$ cat src/design/bpsw_pkg.sv
package bpsw_pkg;

  // Verdict codes on the result word.
  localparam logic [1:0] VERDICT_COMPOSITE = 2'd0;
  localparam logic [1:0] VERDICT_PRIME     = 2'd1;
  localparam logic [1:0] VERDICT_SQUARE    = 2'd2;

  // Operations of the shared modular unit.
  localparam logic [1:0] OP_MUL  = 2'd0;
  localparam logic [1:0] OP_ADD  = 2'd1;
  localparam logic [1:0] OP_SUB  = 2'd2;
  localparam logic [1:0] OP_HALF = 2'd3;

  // Jacobi symbol codes.
  localparam logic [1:0] JAC_ZERO  = 2'd0;
  localparam logic [1:0] JAC_PLUS  = 2'd1;
  localparam logic [1:0] JAC_MINUS = 2'd2;

  typedef struct packed {
    logic       start;
    logic [1:0] op;
  } alu_req_t;

endpackage

$ cat src/design/bpsw_modalu.sv
module bpsw_modalu
  import bpsw_pkg::*;
#(
  parameter int W = 63
) (
  input  logic         clk,
  input  logic         rst,
  input  alu_req_t     req,
  input  logic [W-1:0] opa,
  input  logic [W-1:0] opb,
  input  logic [W-1:0] modulus,
  output logic         done,
  output logic [W-1:0] result
);

  localparam int CW = $clog2(W + 1);

  logic          busy;
  logic          phase;
  logic [CW-1:0] cnt;
  logic [W-1:0]  acc;
  logic [W-1:0]  ma;
  logic [W-1:0]  mb;
  logic [W-1:0]  add_x;
  logic [W-1:0]  add_y;
  logic [W:0]    sum_w;
  logic [W-1:0]  add_res;
  logic [W-1:0]  sub_res;
  logic [W-1:0]  half_res;

  // One modular adder serves both the add operation and the multiplier steps.
  always_comb begin
    if (busy) begin
      add_x = acc;
      add_y = phase ? ma : acc;
    end else begin
      add_x = opa;
      add_y = opb;
    end
    sum_w   = {1'b0, add_x} + {1'b0, add_y};
    add_res = (sum_w >= {1'b0, modulus}) ? W'(sum_w - {1'b0, modulus}) : W'(sum_w);
    sub_res = (opa >= opb) ? (opa - opb) : W'({1'b0, opa} + {1'b0, modulus} - {1'b0, opb});
    half_res = opa[0] ? ((opa >> 1) + (modulus >> 1) + W'(1)) : (opa >> 1);
  end

  // A product walks the multiplier bits from the top: double, then add.
  always_ff @(posedge clk) begin
    if (rst) begin
      busy  <= 1'b0;
      done  <= 1'b0;
      phase <= 1'b0;
    end else begin
      done <= 1'b0;
      if (busy) begin
        if (!phase) begin
          acc   <= add_res;
          phase <= 1'b1;
        end else begin
          if (mb[W-1]) begin
            acc <= add_res;
          end
          mb    <= mb << 1;
          phase <= 1'b0;
          cnt   <= cnt - CW'(1);
          if (cnt == CW'(1)) begin
            busy <= 1'b0;
            done <= 1'b1;
          end
        end
      end else if (req.start) begin
        case (req.op)
          OP_MUL: begin
            acc   <= '0;
            ma    <= opa;
            mb    <= opb;
            cnt   <= CW'(W);
            phase <= 1'b0;
            busy  <= 1'b1;
          end
          OP_ADD: begin
            acc  <= add_res;
            done <= 1'b1;
          end
          OP_SUB: begin
            acc  <= sub_res;
            done <= 1'b1;
          end
          default: begin
            acc  <= half_res;
            done <= 1'b1;
          end
        endcase
      end
    end
  end

  assign result = acc;

endmodule

$ cat config.mk
export PLATFORM = sky130hd
export DESIGN_NAME = bpsw_modalu
export DESIGN_NICKNAME = d
export VERILOG_FILES = /design/src/design/bpsw_pkg.sv /design/src/design/bpsw_modalu.sv
export SDC_FILE = /design/constraint.sdc
export NUM_CORES = 1
export LEC_CHECK = 0
export ABC_CLOCK_PERIOD_IN_PS = 6400
export BUFFER_PORTS_ARGS = -buffer_cell sky130_fd_sc_hd__clkbuf_2
export CORE_MARGIN = 2
export CORE_UTILIZATION = 53
export DETAILED_ROUTE_END_ITERATION = 12
export HOLD_SLACK_MARGIN = 0.03
export PLACE_DENSITY = 0.72
export SYNTH_ARGS = -nofsm -noshare
export SYNTH_HDL_FRONTEND = slang
export SYNTH_SLANG_ARGS = --single-unit
$ cat constraint.sdc
create_clock -name clk -period 6.4 [get_ports clk]
set_clock_uncertainty 0.05 [all_clocks]
set_input_delay 0.96 -clock clk [delete_from_list [all_inputs] [get_ports clk]]
set_output_delay 0.96 -clock clk [all_outputs]
set_load 0.01 [all_outputs]
==> summary.md <==
| Metric | Value |
|---|---|
| Detailed Place HPWL | `117 mm` |
| Clock-pin slew on the worst setup and hold paths | `0.09 ns` |
| Peak supply drop | `0.271 mV` |
| Status | `complete, no violations` |
| Top-count cell post-synth | `a21oi_1` |
| CP endpoint kind | `flip-flop` |
| First-pass GRT wire length | `roughly 200 mm` |
| Wire per inst | `25.1 um` |
| Yosys warning total | `0` |
| EDFF count, synth | `195` |
| Worst path required time | `6.60 ns` |
| Std-Cell Core Area | `around 0.060 mm^2` |
| Synth top area share | `18.1%` |
| Sw Share | `49.0%` |
| Hold WC Path Type | `flip-flop to flip-flop` |
| GRT Total Usage | `between 40% and 50%` |
| Final wirelength | `142 mm` |
| Vias in the first global route | `33520` |
| Vias | `36200` |
| Die area | `0.0630 mm^2` |
| CTS tree | `built` |
| Crit path launch | `busy` |
| Actual slew at the worst max-slew pin | `1.02 ns` |
| Worst Path Arrival | `between 6 and 7 ns` |
| Setup crit start kind | `flip-flop` |
| Cell taking the most area after synthesis | `edfxtp_1` |
| Final Hold Fails | `0` |
| Final ANT Viol Nets | `0` |
| Hold depth | `2` |
| Share of layout cells above drive strength 1 | `19.7%` |
| Slowest stage cell, crit path | `ha_1` |
| R2R setup slack | `0.08 ns` |
| Synth Instances | `about 4300` |
| Combinational power share | `71.8%` |
| Pwr per Cell Area | `265 mW/mm^2` |
| Layout Utilization | `64.3%` |
| Setup TNS Final | `0 ns` |
| Slew headroom | `32.1%` |
| Drt pass-1 iters | `6` |
| Initial Util | `between 50% and 60%` |
| CP Class | `flip-flop to flip-flop` |
| Power Total | `10.3 mW` |
| CP endpoint | `result[23]` |
| Unrepaired setup endpoints after global routing | `yes` |
| Slew Viols, Final | `0` |
| Synth cell types | `112` |
| Reg2Reg Launch Point | `busy` |
| Area Growth Syn to Fin | `20.1%` |
| Main synth FF type | `edfxtp_1` |
| Sequential area share after synthesis | `18.3%` |
| Pint | `5.24 mW` |
| Flops & latches, synth | `198` |
| Ports | `258` |
| I/O Buffers | `257` |
| Mean Syn Cell Area | `7.58 um^2` |
| Final global-route overflow total | `0` |
| Largest net degree at the start of global routing | `73` |
| Largest stage delay, worst path | `0.40 ns` |
| Worst reg2reg path depth | `31` |
| Final Critical Period | `6.32 ns` |
| Final Wtd Congestion | `~1.1` |
| Total CTS buffers | `17` |
| RR Endpoint | `result[23]` |
| Critical path peak fanout | `9` |
| Fraction of the cycle the final worst path needs | `98.8%` |
| Hold Buf Count CTS | `0` |
| Via density | `6.42` |
| Syn_nets | `4841` |
| Iteration-0 DRC Markers | `4468` |
| CTS root buf | `clkbuf_16` |
| Net Sw Power | `5.04 mW` |
| DRC | `0` |
| Synth area leaders | `edfxtp_1 (18%), ha_1 (12%), a21oi_1 (7.2%)` |
| Layout Nets | `~5400` |
| Most used cell, CP | `buf_4` |
| Netlist Area Pre-Place | `0.0323 mm^2` |
| Bufs on Longest Clock Path | `2` |
| Insertion delay to the later sink of the worst-skew pair | `between 0.5 and 0.6 ns` |
| Clock Sinks | `198` |
| Die Wd | `251 um` |
| F_max | `0.158 GHz` |
| Commonest cells post-synth | `a21oi_1 (468), nand2_1 (439), inv_1 (394)` |
| Site Rows | `90` |
| Post-synth ARST share | `0%` |
| Initial antenna violation count | `5` |
| Leakage | `17.6 nW` |
| Share of power burned in registers | `16.3%` |
| DIE HEIGHT | `251 um` |
| Finish-stage setup viols | `0` |
| H-tree depth | `4` |
| Max Cap Viol | `0` |
| Clock network power share | `11.9%` |
## area by class of cell
cell class              instances  area, um^2
diodes                          2        5.00
clock buffers                  18         429
clock inverters                14         166
fillers                      5600       21500
inverters                     396        1490
multi-input cells            3458       24400
flip-flops and latches        198        5920
well taps                     782         978
repair buffers                774        5430
## worst max-delay path, delay by kind of cell (launching register included)
kind	cells	cell delay [ns]
simple gates	7	0.74
fa+ha+maj	2	0.69
buf+inv	9	1.52
compound gates	13	2.64
flops	1	0.38
## metal layers
metal	part of all wire (%)	track usage, %	vias up
li1	-	-	16639
met1	40	57.0	17065
met2	43	66.5	2100
met3	11	9.63	396
met4	5.9	22.4	0
met5	0	0	-
## worst min-delay path by stage
stage                       from      to
after global placement    mb[44]  mb[45]
after global routing      mb[53]  mb[54]
after floorplan            mb[9]  mb[10]
after CTS                 mb[52]  mb[53]
final                     mb[52]  mb[53]
after detailed placement  mb[41]  mb[42]
## metrics by stage
stage / std cells / setup WS, ns / cell area [um^2] / hold WS, ns
2_1_floorplan: 4265 / 0.0918 / 32300 / 0.450
3_3_place_gp: 5585 / -0.292 / 37600 / 0.454
3_5_place_dp: 5585 / -0.374 / 37600 / 0.463
4_1_cts: 5619 / 0.000122 / 38200 / 0.484
5_1_grt: 5640 / -0.104 / 38800 / 0.513
6_report: 5642 / 0.0783 / 38800 / 0.484
## cell families after synthesis
| logic type | Yosys count | share of synthesized area (%) |
|---|---|---|
| compound gates | 1502 | 29.6 |
| xor+xnor | 280 | 7.61 |
| fa+ha+maj | 382 | 16.3 |
| buf+inv | 609 | 7.59 |
| flops | 198 | 18.3 |
| mux | 123 | 3.81 |
| simple gates | 1171 | 16.7 |
## flip-flops by register name (all words and copies together) (netlist names)
name and cells:
done 1, ma 63, result 63, phase 1, busy 1, cnt 6
mb 63
## power groups by stage
stage	registers (mW)	logic (mW)	clock network, mW
floorplan	1.67	4.32	0
global placement	1.70	6.91	0
detailed placement	1.70	6.94	0
CTS	1.67	7.00	1.23
global route	1.68	7.88	1.26
finish	1.68	7.38	1.23
## cells in the final DEF, fill, tap and decap left out, types with 20 or more instances in the layout
master / Yosys / final
buf_4: 3 / 498
a21oi_1: 468 / 448
nand2_1: 439 / 438
inv_1: 394 / 394
nor2_1: 317 / 310
o21ai_0: 321 / 309
ha_1: 316 / 309
clkbuf_2: 5 / 256
edfxtp_1: 195 / 195
xnor2_1: 176 / 175
a21o_1: 156 / 155
mux2i_1: 121 / 119
xor2_1: 103 / 103
nand4_1: 87 / 87
nand3_1: 73 / 72
fa_1: 66 / 66
o211ai_1: 63 / 63
o21bai_1: 58 / 58
nor3_1: 58 / 53
o21ai_1: 39 / 49
a211oi_1: 48 / 47
o21a_1: 45 / 44
a31oi_1: 45 / 42
nor2b_1: 32 / 32
a21oi_2: 10 / 26
and3_1: 26 / 26
o22ai_1: 25 / 25
o31ai_1: 27 / 25
nand2b_1: 25 / 24
and2_1: 22 / 22
clkbuf_16: 0 / 20
## what timing repair did
item,CTS,global route
gates cloned,0,3
endpoints found under the setup margin,46,63
buffers inserted,2,18
gates resized for setup,4,87
pin swaps,2,28
Power figures use the tool's default switching activity.
